File: src/hw/rtl/sha1_block_engine_registers_macros.svh
// ----------------------------------------------------------------------------
// SHA-1 block engine register window: assertion macros
// Shared property wrappers; each use expands to one labeled assertion.
// ----------------------------------------------------------------------------
`ifndef SHA1_BLOCK_ENGINE_REGISTERS_MACROS_SVH
`define SHA1_BLOCK_ENGINE_REGISTERS_MACROS_SVH

// Same-cycle implication, disabled while reset is asserted
`define SHA1BE_ASSERT_IMP(label, clk, rst_n, ante, cons, msg) \
    label: assert property (@(posedge clk) disable iff (!rst_n) (ante) |-> (cons)) \
        else $error(msg);

// Next-cycle implication, disabled while reset is asserted
`define SHA1BE_ASSERT_NXT(label, clk, rst_n, ante, cons, msg) \
    label: assert property (@(posedge clk) disable iff (!rst_n) (ante) |=> (cons)) \
        else $error(msg);

`endif

File: src/hw/rtl/sha1be_pkg.sv
// ----------------------------------------------------------------------------
// SHA-1 block engine package
// Register map, sequencer states, control bundle and SHA-1 round helpers.
// ----------------------------------------------------------------------------
package sha1be_pkg;

    localparam int WORD_W      = 32;
    localparam int INDEX_W     = 10;
    localparam int DIGEST_WORDS = 5;
    localparam int MSG_WORDS    = 16;
    localparam int CNT_W        = 7;

    // Register word indexes
    localparam logic [INDEX_W-1:0] IDX_CONFIG      = 10'd0;
    localparam logic [INDEX_W-1:0] IDX_RESET       = 10'd1;
    localparam logic [INDEX_W-1:0] IDX_IRQ_ACK     = 10'd2;
    localparam logic [INDEX_W-1:0] IDX_IRQ_EN      = 10'd3;
    localparam logic [INDEX_W-1:0] IDX_DIGEST_BASE = 10'd8;
    localparam logic [INDEX_W-1:0] IDX_DIGEST_LAST = 10'd12;
    localparam logic [INDEX_W-1:0] IDX_MSG_BASE    = 10'd16;
    localparam logic [INDEX_W-1:0] IDX_MSG_LAST    = 10'd31;
    localparam logic [INDEX_W-1:0] IDX_DMA_CTRL    = 10'd32;
    localparam logic [INDEX_W-1:0] IDX_DMA_ADDR    = 10'd33;
    localparam logic [INDEX_W-1:0] IDX_DMA_LEN     = 10'd35;

    // Config register bits
    localparam int CFG_BUSY      = 0;
    localparam int CFG_START     = 1;
    localparam int CFG_IRQ       = 2;
    localparam int CFG_CUSTOM_IV = 3;

    // Access kinds
    localparam logic OP_READ  = 1'b0;
    localparam logic OP_WRITE = 1'b1;

    // Sequencer counter end points
    localparam logic [CNT_W-1:0] CNT_LOAD_LAST  = 7'd16;
    localparam logic [CNT_W-1:0] CNT_ROUND_LAST = 7'd79;
    localparam logic [CNT_W-1:0] CNT_STORE_LAST = 7'd4;

    typedef enum logic [2:0] {
        ST_IDLE,
        ST_LOAD,
        ST_ROUND,
        ST_STORE,
        ST_RESP
    } state_t;

    typedef enum logic [1:0] {
        RSP_DIRECT,
        RSP_DIGEST,
        RSP_MSG
    } rsp_kind_t;

    // Control bundle from the sequencer to the round unit
    typedef struct packed {
        logic             sched_load;
        logic             h_load;
        logic [2:0]       h_idx;
        logic             vars_init;
        logic             round_en;
        logic [CNT_W-1:0] rnd;
        logic [2:0]       sum_idx;
    } core_ctrl_t;

    function automatic logic [WORD_W-1:0] swap32(input logic [WORD_W-1:0] v);
        return {v[7:0], v[15:8], v[23:16], v[31:24]};
    endfunction

    function automatic logic [WORD_W-1:0] iv_word(input logic [2:0] idx);
        logic [WORD_W-1:0] w;
        case (idx)
            3'd0: w = 32'h67452301;
            3'd1: w = 32'hefcdab89;
            3'd2: w = 32'h98badcfe;
            3'd3: w = 32'h10325476;
            3'd4: w = 32'hc3d2e1f0;
            default: w = '0;
        endcase
        return w;
    endfunction

    function automatic logic [WORD_W-1:0] round_k(input logic [CNT_W-1:0] rnd);
        logic [WORD_W-1:0] k;
        if (rnd < 7'd20) begin
            k = 32'h5a827999;
        end else if (rnd < 7'd40) begin
            k = 32'h6ed9eba1;
        end else if (rnd < 7'd60) begin
            k = 32'h8f1bbcdc;
        end else begin
            k = 32'hca62c1d6;
        end
        return k;
    endfunction

    function automatic logic [WORD_W-1:0] round_f(
        input logic [CNT_W-1:0]  rnd,
        input logic [WORD_W-1:0] b,
        input logic [WORD_W-1:0] c,
        input logic [WORD_W-1:0] d
    );
        logic [WORD_W-1:0] f;
        if (rnd < 7'd20) begin
            f = (b & c) | (~b & d);
        end else if (rnd < 7'd40) begin
            f = b ^ c ^ d;
        end else if (rnd < 7'd60) begin
            f = (b & c) | (b & d) | (c & d);
        end else begin
            f = b ^ c ^ d;
        end
        return f;
    endfunction

endpackage

File: src/hw/rtl/sha1be_req_if.sv
// ----------------------------------------------------------------------------
// SHA-1 block engine request channel
// One bus access per transfer: kind, word index and write data.
// ----------------------------------------------------------------------------
interface sha1be_req_if;
    import sha1be_pkg::*;

    logic               valid;
    logic               ready;
    logic               op;
    logic [INDEX_W-1:0] word_index;
    logic [WORD_W-1:0]  write_data;

    modport source (output valid, output op, output word_index, output write_data,
                    input ready);
    modport sink   (input valid, input op, input word_index, input write_data,
                    output ready);
endinterface

File: src/hw/rtl/sha1be_rsp_if.sv
// ----------------------------------------------------------------------------
// SHA-1 block engine response channel
// One result per access: read data and interrupt level.
// ----------------------------------------------------------------------------
interface sha1be_rsp_if;
    import sha1be_pkg::*;

    logic              valid;
    logic              ready;
    logic [WORD_W-1:0] read_data;
    logic              irq_line;

    modport source (output valid, output read_data, output irq_line, input ready);
    modport sink   (input valid, input read_data, input irq_line, output ready);
endinterface

File: src/hw/rtl/sha1be_mem.sv
// ----------------------------------------------------------------------------
// SHA-1 block engine word store
// Single-write, single-read memory with registered read data and per-entry
// valid bits; an entry never written since reset or clear reads as zero.
// ----------------------------------------------------------------------------
module sha1be_mem #(
    parameter int DEPTH = 16
) (
    input  logic                                 clk,
    input  logic                                 rst_n,
    input  logic                                 clear,
    input  logic                                 we,
    input  logic [((DEPTH > 1) ? $clog2(DEPTH) : 1)-1:0] waddr,
    input  logic [sha1be_pkg::WORD_W-1:0]        wdata,
    input  logic [((DEPTH > 1) ? $clog2(DEPTH) : 1)-1:0] raddr,
    output logic [sha1be_pkg::WORD_W-1:0]        rdata
);
    import sha1be_pkg::*;

    localparam int AW = (DEPTH > 1) ? $clog2(DEPTH) : 1;

    logic [WORD_W-1:0] mem_reg [DEPTH];
    logic [DEPTH-1:0]  valid_reg;
    logic [DEPTH-1:0]  valid_next;
    logic [WORD_W-1:0] rd_data_reg;
    logic              rd_valid_reg;
    logic              waddr_ok;
    logic              raddr_ok;

    assign waddr_ok = ({1'b0, waddr} < (AW + 1)'(DEPTH));
    assign raddr_ok = ({1'b0, raddr} < (AW + 1)'(DEPTH));

    // Mark written entries, drop all on clear
    always_comb
    begin
        valid_next = valid_reg;
        if (clear)
        begin
            valid_next = '0;
        end
        else if (we && waddr_ok)
        begin
            valid_next[waddr] = 1'b1;
        end
    end

    always_ff @(posedge clk or negedge rst_n)
    begin
        if (!rst_n)
        begin
            valid_reg <= '0;
        end
        else
        begin
            valid_reg <= valid_next;
        end
    end

    // Write port
    always_ff @(posedge clk)
    begin
        if (we && waddr_ok)
        begin
            mem_reg[waddr] <= wdata;
        end
    end

    // Registered read port
    always_ff @(posedge clk)
    begin
        if (raddr_ok)
        begin
            rd_data_reg  <= mem_reg[raddr];
            rd_valid_reg <= valid_reg[raddr];
        end
        else
        begin
            rd_data_reg  <= '0;
            rd_valid_reg <= 1'b0;
        end
    end

    assign rdata = rd_valid_reg ? rd_data_reg : '0;
endmodule

File: src/hw/rtl/sha1be_core.sv
// ----------------------------------------------------------------------------
// SHA-1 block engine round unit
// Message schedule shift line, working variables and chaining inputs; one
// compression round per cycle under sequencer control.
// ----------------------------------------------------------------------------
module sha1be_core (
    input  logic                          clk,
    input  sha1be_pkg::core_ctrl_t        ctrl,
    input  logic [sha1be_pkg::WORD_W-1:0] msg_word,
    input  logic [sha1be_pkg::WORD_W-1:0] h_word,
    output logic [sha1be_pkg::WORD_W-1:0] sum_word
);
    import sha1be_pkg::*;

    logic [WORD_W-1:0] sched_reg [MSG_WORDS];
    logic [WORD_W-1:0] hinit_reg [DIGEST_WORDS];
    logic [WORD_W-1:0] a_reg;
    logic [WORD_W-1:0] b_reg;
    logic [WORD_W-1:0] c_reg;
    logic [WORD_W-1:0] d_reg;
    logic [WORD_W-1:0] e_reg;
    logic [WORD_W-1:0] t_word;
    logic [WORD_W-1:0] mix_word;
    logic [WORD_W-1:0] new_w;

    // Round sum and next schedule word
    always_comb
    begin
        t_word = {a_reg[26:0], a_reg[31:27]} + round_f(ctrl.rnd, b_reg, c_reg, d_reg)
               + e_reg + round_k(ctrl.rnd) + sched_reg[0];
        mix_word = sched_reg[13] ^ sched_reg[8] ^ sched_reg[2] ^ sched_reg[0];
        new_w    = {mix_word[30:0], mix_word[31]};
    end

    // Schedule shift line: load message words, then advance one per round
    always_ff @(posedge clk)
    begin
        if (ctrl.sched_load || ctrl.round_en)
        begin
            for (int i = 0; i < MSG_WORDS - 1; i++)
            begin
                sched_reg[i] <= sched_reg[i + 1];
            end
            sched_reg[MSG_WORDS - 1] <= ctrl.sched_load ? swap32(msg_word) : new_w;
        end
    end

    // Chaining input words
    always_ff @(posedge clk)
    begin
        if (ctrl.h_load && (ctrl.h_idx < 3'(DIGEST_WORDS)))
        begin
            hinit_reg[ctrl.h_idx] <= h_word;
        end
    end

    // Working variables
    always_ff @(posedge clk)
    begin
        if (ctrl.vars_init)
        begin
            a_reg <= hinit_reg[0];
            b_reg <= hinit_reg[1];
            c_reg <= hinit_reg[2];
            d_reg <= hinit_reg[3];
            e_reg <= hinit_reg[4];
        end
        else if (ctrl.round_en)
        begin
            e_reg <= d_reg;
            d_reg <= c_reg;
            c_reg <= {b_reg[1:0], b_reg[31:2]};
            b_reg <= a_reg;
            a_reg <= t_word;
        end
    end

    // Final addition, one digest word at a time
    always_comb
    begin
        case (ctrl.sum_idx)
            3'd0: sum_word = hinit_reg[0] + a_reg;
            3'd1: sum_word = hinit_reg[1] + b_reg;
            3'd2: sum_word = hinit_reg[2] + c_reg;
            3'd3: sum_word = hinit_reg[3] + d_reg;
            3'd4: sum_word = hinit_reg[4] + e_reg;
            default: sum_word = '0;
        endcase
    end
endmodule

File: src/hw/rtl/sha1_block_engine_registers.sv
// ----------------------------------------------------------------------------
// SHA-1 block engine register window
// Bus-facing register file with a one-block SHA-1 compression sequencer.
// ----------------------------------------------------------------------------
// Each request transfer is one 32-bit register access and yields one response
// transfer carrying the read data (zero for writes and unmapped words) and the
// interrupt level after the access. A plain read or write goes through the
// response state into the output register, and waits there while the output
// register still holds an untaken response. Digest and message words sit in
// single-port-read memories with a registered read. A config write with the
// start bit (and DMA disabled) runs one compression before its response,
// streaming the 16 message words and 5 chaining words out of the memories,
// running the rounds through the single round unit, writing the digest words
// back, then entering the response state. Both memories carry per-entry valid
// bits, so reset and soft reset take effect at once with no sweep. One access
// is in flight at a time; the next is taken once the response has been placed
// in the output register.
`include "sha1_block_engine_registers_macros.svh"

module sha1_block_engine_registers (
    input  logic         clk,
    input  logic         rst_n,
    sha1be_req_if.sink   req,
    sha1be_rsp_if.source rsp
);
    import sha1be_pkg::*;

    localparam int DIG_AW = $clog2(DIGEST_WORDS);
    localparam int MSG_AW = $clog2(MSG_WORDS);

    state_t            state_reg;
    state_t            state_next;
    logic [CNT_W-1:0]  cnt_reg;
    logic [CNT_W-1:0]  cnt_next;

    logic [WORD_W-1:0] config_reg;
    logic [WORD_W-1:0] config_next;
    logic [WORD_W-1:0] reset_reg;
    logic [WORD_W-1:0] reset_next;
    logic [WORD_W-1:0] irq_enable_reg;
    logic [WORD_W-1:0] irq_enable_next;
    logic              irq_pending_reg;
    logic              irq_pending_next;
    logic [WORD_W-1:0] dma_control_reg;
    logic [WORD_W-1:0] dma_control_next;
    logic [WORD_W-1:0] dma_address_reg;
    logic [WORD_W-1:0] dma_address_next;
    logic [WORD_W-1:0] dma_length_reg;
    logic [WORD_W-1:0] dma_length_next;
    logic              custom_iv_reg;
    logic              custom_iv_next;

    rsp_kind_t         rsp_kind_reg;
    rsp_kind_t         rsp_kind_next;
    logic [WORD_W-1:0] direct_reg;
    logic [WORD_W-1:0] direct_next;
    logic [MSG_AW-1:0] idx_hold_reg;
    logic [MSG_AW-1:0] idx_hold_next;

    logic              out_valid_reg;
    logic              out_valid_next;
    logic [WORD_W-1:0] read_data_reg;
    logic [WORD_W-1:0] read_data_next;
    logic              irq_line_reg;
    logic              irq_line_next;

    logic              accept;
    logic              is_write;
    logic              is_digest;
    logic              is_msg;
    logic              start_req;
    logic              start_go;
    logic              soft_clear;
    logic              out_free;

    logic              dig_clear;
    logic              dig_we;
    logic [DIG_AW-1:0] dig_waddr;
    logic [WORD_W-1:0] dig_wdata;
    logic [DIG_AW-1:0] dig_raddr;
    logic [WORD_W-1:0] dig_rdata;
    logic              msg_we;
    logic [MSG_AW-1:0] msg_raddr;
    logic [WORD_W-1:0] msg_rdata;

    core_ctrl_t        core_ctrl;
    logic [WORD_W-1:0] h_word;
    logic [WORD_W-1:0] sum_word;
    logic [2:0]        load_idx;

    // Request decode
    assign accept     = req.valid && req.ready;
    assign is_write   = (req.op == OP_WRITE);
    assign is_digest  = (req.word_index >= IDX_DIGEST_BASE) &&
                        (req.word_index <= IDX_DIGEST_LAST);
    assign is_msg     = (req.word_index >= IDX_MSG_BASE) &&
                        (req.word_index <= IDX_MSG_LAST);
    assign start_req  = accept && is_write && (req.word_index == IDX_CONFIG) &&
                        req.write_data[CFG_START];
    assign start_go   = start_req && !dma_control_reg[0];
    assign soft_clear = accept && is_write && (req.word_index == IDX_RESET) &&
                        req.write_data[0];
    assign out_free   = !out_valid_reg || rsp.ready;
    assign load_idx   = 3'(cnt_reg - 7'd1);

    // Next state
    always_comb
    begin
        state_next = state_reg;
        case (state_reg)
            ST_IDLE:
            begin
                if (accept)
                begin
                    state_next = start_go ? ST_LOAD : ST_RESP;
                end
            end
            ST_LOAD:
            begin
                if (cnt_reg == CNT_LOAD_LAST)
                begin
                    state_next = ST_ROUND;
                end
            end
            ST_ROUND:
            begin
                if (cnt_reg == CNT_ROUND_LAST)
                begin
                    state_next = ST_STORE;
                end
            end
            ST_STORE:
            begin
                if (cnt_reg == CNT_STORE_LAST)
                begin
                    state_next = ST_RESP;
                end
            end
            ST_RESP:
            begin
                if (out_free)
                begin
                    state_next = ST_IDLE;
                end
            end
            default: state_next = ST_IDLE;
        endcase
    end

    // Sequencer outputs: handshake, memory ports, round unit control
    always_comb
    begin
        req.ready = (state_reg == ST_IDLE);

        cnt_next = '0;
        if ((state_reg == ST_LOAD) || (state_reg == ST_ROUND) || (state_reg == ST_STORE))
        begin
            cnt_next = (state_next == state_reg) ? cnt_reg + 7'd1 : '0;
        end

        msg_we    = accept && is_write && is_msg;
        dig_clear = soft_clear || (start_req && dma_control_reg[0]);
        dig_we    = (accept && is_write && is_digest) || (state_reg == ST_STORE);
        dig_waddr = (state_reg == ST_STORE) ? cnt_reg[DIG_AW-1:0]
                                            : req.word_index[DIG_AW-1:0];
        dig_wdata = (state_reg == ST_STORE) ? sum_word : swap32(req.write_data);

        case (state_reg)
            ST_IDLE:
            begin
                msg_raddr = req.word_index[MSG_AW-1:0];
                dig_raddr = req.word_index[DIG_AW-1:0];
            end
            ST_LOAD:
            begin
                msg_raddr = cnt_reg[MSG_AW-1:0];
                dig_raddr = (cnt_reg < 7'(DIGEST_WORDS)) ? cnt_reg[DIG_AW-1:0] : '0;
            end
            default:
            begin
                msg_raddr = idx_hold_reg;
                dig_raddr = idx_hold_reg[DIG_AW-1:0];
            end
        endcase

        core_ctrl.sched_load = (state_reg == ST_LOAD) && (cnt_reg != '0);
        core_ctrl.h_load     = (state_reg == ST_LOAD) && (cnt_reg != '0) &&
                               (cnt_reg <= 7'(DIGEST_WORDS));
        core_ctrl.h_idx      = load_idx;
        core_ctrl.vars_init  = (state_reg == ST_LOAD) && (cnt_reg == CNT_LOAD_LAST);
        core_ctrl.round_en   = (state_reg == ST_ROUND);
        core_ctrl.rnd        = cnt_reg;
        core_ctrl.sum_idx    = cnt_reg[2:0];

        h_word = custom_iv_reg ? dig_rdata : iv_word(load_idx);
    end

    // Register file update and response capture
    always_comb
    begin
        config_next      = config_reg;
        reset_next       = reset_reg;
        irq_enable_next  = irq_enable_reg;
        irq_pending_next = irq_pending_reg;
        dma_control_next = dma_control_reg;
        dma_address_next = dma_address_reg;
        dma_length_next  = dma_length_reg;
        custom_iv_next   = custom_iv_reg;
        rsp_kind_next    = rsp_kind_reg;
        direct_next      = direct_reg;
        idx_hold_next    = idx_hold_reg;

        if (accept)
        begin
            idx_hold_next = req.word_index[MSG_AW-1:0];
            direct_next   = '0;
            rsp_kind_next = RSP_DIRECT;
            if (is_write)
            begin
                case (req.word_index)
                    IDX_CONFIG:
                    begin
                        config_next = req.write_data;
                        if (req.write_data[CFG_START])
                        begin
                            config_next[CFG_BUSY]  = 1'b0;
                            config_next[CFG_START] = 1'b0;
                            custom_iv_next = req.write_data[CFG_CUSTOM_IV];
                            if (req.write_data[CFG_IRQ] && irq_enable_reg[0])
                            begin
                                irq_pending_next = 1'b1;
                            end
                        end
                    end
                    IDX_RESET:
                    begin
                        reset_next = req.write_data;
                        if (req.write_data[0])
                        begin
                            config_next      = '0;
                            irq_enable_next  = '0;
                            irq_pending_next = 1'b0;
                            dma_control_next = '0;
                            dma_address_next = '0;
                            dma_length_next  = '0;
                        end
                    end
                    IDX_IRQ_ACK:
                    begin
                        if (req.write_data[0])
                        begin
                            irq_pending_next = 1'b0;
                        end
                    end
                    IDX_IRQ_EN:   irq_enable_next  = req.write_data;
                    IDX_DMA_CTRL: dma_control_next = req.write_data;
                    IDX_DMA_ADDR: dma_address_next = req.write_data;
                    IDX_DMA_LEN:  dma_length_next  = req.write_data;
                    default:      direct_next      = '0;
                endcase
            end
            else if (is_digest)
            begin
                rsp_kind_next = RSP_DIGEST;
            end
            else if (is_msg)
            begin
                rsp_kind_next = RSP_MSG;
            end
            else
            begin
                case (req.word_index)
                    IDX_CONFIG:   direct_next = config_reg;
                    IDX_RESET:    direct_next = reset_reg;
                    IDX_IRQ_ACK:  direct_next = {{(WORD_W - 1){1'b0}}, irq_pending_reg};
                    IDX_IRQ_EN:   direct_next = irq_enable_reg;
                    IDX_DMA_CTRL: direct_next = dma_control_reg;
                    IDX_DMA_ADDR: direct_next = dma_address_reg;
                    IDX_DMA_LEN:  direct_next = dma_length_reg;
                    default:      direct_next = '0;
                endcase
            end
        end
    end

    // Output register: load on response, drop after transfer
    always_comb
    begin
        out_valid_next = out_valid_reg;
        read_data_next = read_data_reg;
        irq_line_next  = irq_line_reg;
        if ((state_reg == ST_RESP) && out_free)
        begin
            out_valid_next = 1'b1;
            irq_line_next  = irq_pending_reg;
            case (rsp_kind_reg)
                RSP_DIGEST: read_data_next = swap32(dig_rdata);
                RSP_MSG:    read_data_next = msg_rdata;
                default:    read_data_next = direct_reg;
            endcase
        end
        else if (rsp.ready)
        begin
            out_valid_next = 1'b0;
        end
    end

    // Control registers
    always_ff @(posedge clk or negedge rst_n)
    begin
        if (!rst_n)
        begin
            state_reg       <= ST_IDLE;
            cnt_reg         <= '0;
            config_reg      <= '0;
            reset_reg       <= '0;
            irq_enable_reg  <= '0;
            irq_pending_reg <= 1'b0;
            dma_control_reg <= '0;
            dma_address_reg <= '0;
            dma_length_reg  <= '0;
            out_valid_reg   <= 1'b0;
        end
        else
        begin
            state_reg       <= state_next;
            cnt_reg         <= cnt_next;
            config_reg      <= config_next;
            reset_reg       <= reset_next;
            irq_enable_reg  <= irq_enable_next;
            irq_pending_reg <= irq_pending_next;
            dma_control_reg <= dma_control_next;
            dma_address_reg <= dma_address_next;
            dma_length_reg  <= dma_length_next;
            out_valid_reg   <= out_valid_next;
        end
    end

    // Payload registers
    always_ff @(posedge clk)
    begin
        custom_iv_reg <= custom_iv_next;
        rsp_kind_reg  <= rsp_kind_next;
        direct_reg    <= direct_next;
        idx_hold_reg  <= idx_hold_next;
        read_data_reg <= read_data_next;
        irq_line_reg  <= irq_line_next;
    end

    assign rsp.valid     = out_valid_reg;
    assign rsp.read_data = read_data_reg;
    assign rsp.irq_line  = irq_line_reg;

    // Digest store
    sha1be_mem #(
        .DEPTH (DIGEST_WORDS)
    ) u_digest (
        .clk   (clk),
        .rst_n (rst_n),
        .clear (dig_clear),
        .we    (dig_we),
        .waddr (dig_waddr),
        .wdata (dig_wdata),
        .raddr (dig_raddr),
        .rdata (dig_rdata)
    );

    // Message block store
    sha1be_mem #(
        .DEPTH (MSG_WORDS)
    ) u_message (
        .clk   (clk),
        .rst_n (rst_n),
        .clear (soft_clear),
        .we    (msg_we),
        .waddr (req.word_index[MSG_AW-1:0]),
        .wdata (req.write_data),
        .raddr (msg_raddr),
        .rdata (msg_rdata)
    );

    // Compression round unit
    sha1be_core u_core (
        .clk      (clk),
        .ctrl     (core_ctrl),
        .msg_word (msg_rdata),
        .h_word   (h_word),
        .sum_word (sum_word)
    );

    // Checks
    `SHA1BE_ASSERT_NXT(a_start_enters_load, clk, rst_n, start_go, state_reg == ST_LOAD, "start did not enter load")
    `SHA1BE_ASSERT_IMP(a_store_in_range, clk, rst_n, state_reg == ST_STORE, cnt_reg <= CNT_STORE_LAST, "digest store index out of range")
    `SHA1BE_ASSERT_NXT(a_resp_to_output, clk, rst_n, (state_reg == ST_RESP) && out_free, rsp.valid, "response not placed in output register")
endmodule
File: src/flat_wrapper.sv
// flat-port wrapper written by rule: the top's interface ports become plain ports
module sha1_block_engine_registers_flat import sha1be_pkg::*;
  (clk, rst_n, req_valid, req_op, req_word_index, req_write_data, req_ready, rsp_valid, rsp_read_data, rsp_irq_line, rsp_ready);
  sha1be_req_if req_i ();
  sha1be_rsp_if rsp_i ();
  input  logic clk;
  input  logic rst_n;
  input wire logic [$bits(req_i.valid)-1:0] req_valid;
  input wire logic [$bits(req_i.op)-1:0] req_op;
  input wire logic [$bits(req_i.word_index)-1:0] req_word_index;
  input wire logic [$bits(req_i.write_data)-1:0] req_write_data;
  output wire logic [$bits(req_i.ready)-1:0] req_ready;
  output wire logic [$bits(rsp_i.valid)-1:0] rsp_valid;
  output wire logic [$bits(rsp_i.read_data)-1:0] rsp_read_data;
  output wire logic [$bits(rsp_i.irq_line)-1:0] rsp_irq_line;
  input wire logic [$bits(rsp_i.ready)-1:0] rsp_ready;
  assign req_i.valid = req_valid;
  assign req_i.op = req_op;
  assign req_i.word_index = req_word_index;
  assign req_i.write_data = req_write_data;
  assign req_ready = req_i.ready;
  assign rsp_valid = rsp_i.valid;
  assign rsp_read_data = rsp_i.read_data;
  assign rsp_irq_line = rsp_i.irq_line;
  assign rsp_i.ready = rsp_ready;
  sha1_block_engine_registers u_core (.clk(clk), .rst_n(rst_n), .req(req_i), .rsp(rsp_i));
endmodule
File: config.mk
export PLATFORM = sky130hd
export DESIGN_NAME = sha1_block_engine_registers_flat
export DESIGN_NICKNAME = d
export VERILOG_FILES = /design/src/hw/rtl/sha1be_pkg.sv /design/src/hw/rtl/sha1be_req_if.sv /design/src/hw/rtl/sha1be_rsp_if.sv /design/src/hw/rtl/sha1be_mem.sv /design/src/hw/rtl/sha1be_core.sv /design/src/hw/rtl/sha1_block_engine_registers.sv /design/src/flat_wrapper.sv
export VERILOG_INCLUDE_DIRS = /design/src /design/src/hw/rtl
export SDC_FILE = /design/constraint.sdc
export NUM_CORES = 2
export LEC_CHECK = 0
export CAP_MARGIN = 20
export CORE_ASPECT_RATIO = 1.4
export CORE_UTILIZATION = 55
export CTS_BUF_LIST = sky130_fd_sc_hd__clkbuf_16
export DETAILED_ROUTE_END_ITERATION = 12
export DONT_BUFFER_PORTS = 1
export PLACE_DENSITY_LB_ADDON = 0.12
export SLEW_MARGIN = 20
export SYNTH_ARGS = -nofsm -noshare
export SYNTH_HDL_FRONTEND = slang
export SYNTH_HIERARCHICAL = 1
export SYNTH_SLANG_ARGS = --single-unit
File: constraint.sdc
create_clock -name clk -period 15.9 [get_ports clk]
set_input_delay 3.18 -clock clk [delete_from_list [all_inputs] [get_ports clk]]
set_output_delay 3.18 -clock clk [all_outputs]
set_load 0.01 [all_outputs]
==> impl_metrics.py <==
metrics = {
    "synth": {
        "synth_top_family_by_area": "compound AO/OA/AOI/OAI gates",
        "synth_common_cells": "edfxtp_1 (1576), nand2_1 (329), o21ai_0 (262)",
        "synth_top_area_cell": "edfxtp_1",
        "synth_cell_types": 114,
        "synth_adder_area_share_pct": 5.99,
        "synth-main-ff-cell": "edfxtp_1",
        "synthMostInstantiatedCell": "edfxtp_1",
        "synth_area_per_cell_um2": 14.9,
        "syn_area_mm2": 0.0837,
        "yosysWarnings": 6,
        "synthArstFlopShare_pct": 12.0,
        "ys_top_cells_by_area": "edfxtp_1 (57%), dfrtp_1 (6.7%), mux4_2 (3.1%)",
        "synth-xor-area-share_pct": 2.77,
        "synth_top_cell_area_share_pct": 56.5,
        "synth_cells": 5613,
        "synth_compound_area_share_pct": 10.5,
        "synth_edf_count": 1576,
        "yosysSeqAreaShare_pct": 64.8,
        "ys_ff_latch": 1866,
        "synth_mux_area_share_pct": 7.86,
        "syn_nets": 5986,
        "yosys.area_share.simple_pct": 5.47,
    },
    "worst_setup_path": {
        "timing.rr.end": "u_core/u_core/a_reg[31]",
        "ff2ff_path_depth": 24,
        "arrival_ns": 8.91,
        "r2r_start": "u_core/cnt_reg[3]",
        "crit_type": "flop to flop",
        "end_kind": "flop",
        "worst_ep_required_time_ns": 16.46,
        "cp_max_fo": 18,
        "reg2reg_setup_slack_ns": 7.55,
        "crit_path_start_kind": "flop",
    },
    "grt": {
        "busiest_layer": "met2",
        "met3_usage_pct": 4.57,
        "antenna_found_initial": 14,
        "grt_pass1_wl_mm": 348,
        "grt_pass1_vias": 49900,
        "grt_max_degree": 225,
        "grt_util_met1_pct": 39.5,
        "gr-usage-met2_pct": 51.6,
        "grt-ovfl-total": 0,
        "grt_usage_pct": 31.5,
    },
    "min_path": {
        "hp-class": "flop to flop",
        "whs_endpoint": "u_core/u_core/sched_reg[1][191]",
        "whs_path_depth": 0,
        "hp-start": "u_core/u_core/sched_reg[1][223]",
    },
    "timing": {
        "rsz0062_at_grt": "false",
        "finalCritPeriodShare_pct": 52.5,
        "timing.fmax_mhz": 120,
        "slew_violations": 0,
        "whs_ns": 0.387,
        "post-route-min-period_ns": 8.35,
        "finClkSkew_ns": 0.0539,
        "hold_violations": 0,
        "tightestPinTransition_ns": 1.19,
        "relSlewSlack_pct": 19.9,
        "setup_viol": 0,
        "setup_tns_ns": 0,
    },
    "cts": {
        "htree_levels": 4,
        "postCtsResizedCells": 0,
        "path_clk_slew_ns": 0.06,
        "tritoncts": "done",
        "worstSkewPairLatency_ns": 0.85,
        "postCtsSetupBuffers": 0,
        "root_buffer": "clkbuf_16",
        "cts_buffers": 175,
        "clockBufferDepth": 3,
        "cts_hold_buf": 0,
        "clock-sinks": 1866,
    },
    "floorplan": {
        "dieArea_mm2": 0.154,
        "initial_core_util_pct": 55.3,
        "io_pins": 82,
        "die_h_um": 464,
        "core_area_mm2": 0.151,
        "num_rows": 169,
        "fp.dieW_um": 332,
    },
    "pwr": {
        "p_leak_nw": 33.2,
        "max-vdd-ir-drop_uv": 107,
        "p_per_area_mw_per_mm2": 109,
        "p_total_mw": 10.0,
    },
    "placement": {
        "place_congestion": 0.956,
        "dp_hpwl_mm": 163,
        "place_inst": 7424,
        "portBuffers": 0,
    },
    "drt": {
        "routed_via_density": 6.45,
        "drtIter0Drc": 5221,
        "drcViolationCount": 0,
        "wl_mm": 242,
        "firstDrtPassIters": 6,
        "antenna_left": 0,
        "post_drt_wl_per_cell_um": 31.2,
        "vias": 50000,
    },
    "final_layout": {
        "final_nets": 6009,
        "syn_to_final_growth_pct": 9.66,
        "layout-drive-gt1-share_pct": 12.9,
        "fin_util_pct": 60.6,
        "layout.cells.non_filler": 7757,
    },
    "job": {
        "cap_violations": 0,
    },
    "run_status": {
        "status": "complete, no violations",
    },
}
[power by group]
| group | internal [mW] | switching [mW] | total, mW |
|---|---|---|---|
| clock network | 2.32 | 1.87 | 4.19 |
| registers | 5.35 | 0.0368 | 5.38 |
| logic | 0.184 | 0.270 | 0.454 |
[per-layer routing]
| metal | vias up | wire [um] |
|---|---|---|
| li1 | 21600 | - |
| met1 | 25500 | 91600 |
| met2 | 2250 | 117000 |
| met3 | 659 | 16000 |
| met4 | 8 | 17500 |
| met5 | - | 80 |
[kinds of logic after synthesis]
logic type,after synthesis
flops,1866
compound gates,1257
buf+inv,508
simple gates,945
fa+ha+maj,326
mux,446
xor+xnor,265
[cell usage in the layout, fill, tap and decap left out, types with 46 or more instances in the layout]
cell type	n
a21o_1	102
mux2i_1	105
o21ai_0	262
clkinv_1	49
a21oi_1	202
fa_1	125
clkbuf_16	176
dfxtp_1	65
mux4_2	115
inv_1	287
a22o_1	124
o31ai_1	49
buf_4	99
and2_1	72
xnor2_1	189
a22oi_1	139
xor2_1	76
nor2_1	216
nand2_1	328
ha_1	200
mux2_2	147
edfxtp_1	1576
dfrtp_1	224
nand3_1	46
[critical path: stages, from the launching register on]
cell	delay (ns)
dfrtp_1	0.50
a41oi_1	0.53
nand2_1	0.10
buf_4	0.29
nand2_1	0.12
buf_4	0.41
clkinv_1	0.96
a221oi_1	0.61
fa_1	0.50
fa_1	0.54
fa_1	0.42
inv_1	0.07
ha_1	0.17
inv_1	0.07
fa_1	0.46
nor2b_1	0.16
o31ai_1	0.14
a211oi_1	0.41
o21ai_2	0.25
a311oi_1	0.36
o22a_2	0.27
nand3_1	0.11
a21oi_1	0.19
xnor2_1	0.09
mux2_2	0.25
[layout make-up]
class                   count  area, um2
fillers                 11600      59600
flip-flops and latches   1866      54300
multi-input cells        3239      27600
clock buffers             176       4400
well taps                1966       2460
clock inverters           149       1300
inverters                 252        946
repair buffers            102        802
diodes                      7       17.5
[worst max path at each step]
stage	startpoint	cells after the start	slack, ns	end
after global routing	u_core/cnt_reg[4]	24	7.18	u_core/u_core/a_reg[27]
after CTS	u_core/cnt_reg[3]	24	7.78	u_core/u_core/a_reg[31]
final	u_core/cnt_reg[3]	24	7.55	u_core/u_core/a_reg[31]
after floorplan	req_valid	7	6.76	u_core/u_digest/mem_reg[0][0]
after detailed placement	u_core/cnt_reg[4]	24	7.80	u_core/u_core/a_reg[31]
after global placement	u_core/cnt_reg[4]	24	8.00	u_core/u_core/a_reg[31]
[through the flow]
step / instance area, um2 / worst slack, ns
floorplan: 83700 / 6.76
global placement: 86100 / 8.00
detailed placement: 86100 / 7.80
CTS: 91800 / 7.78
global route: 91800 / 7.18
finish: 91800 / 7.55
Power figures use the tool's default switching activity.
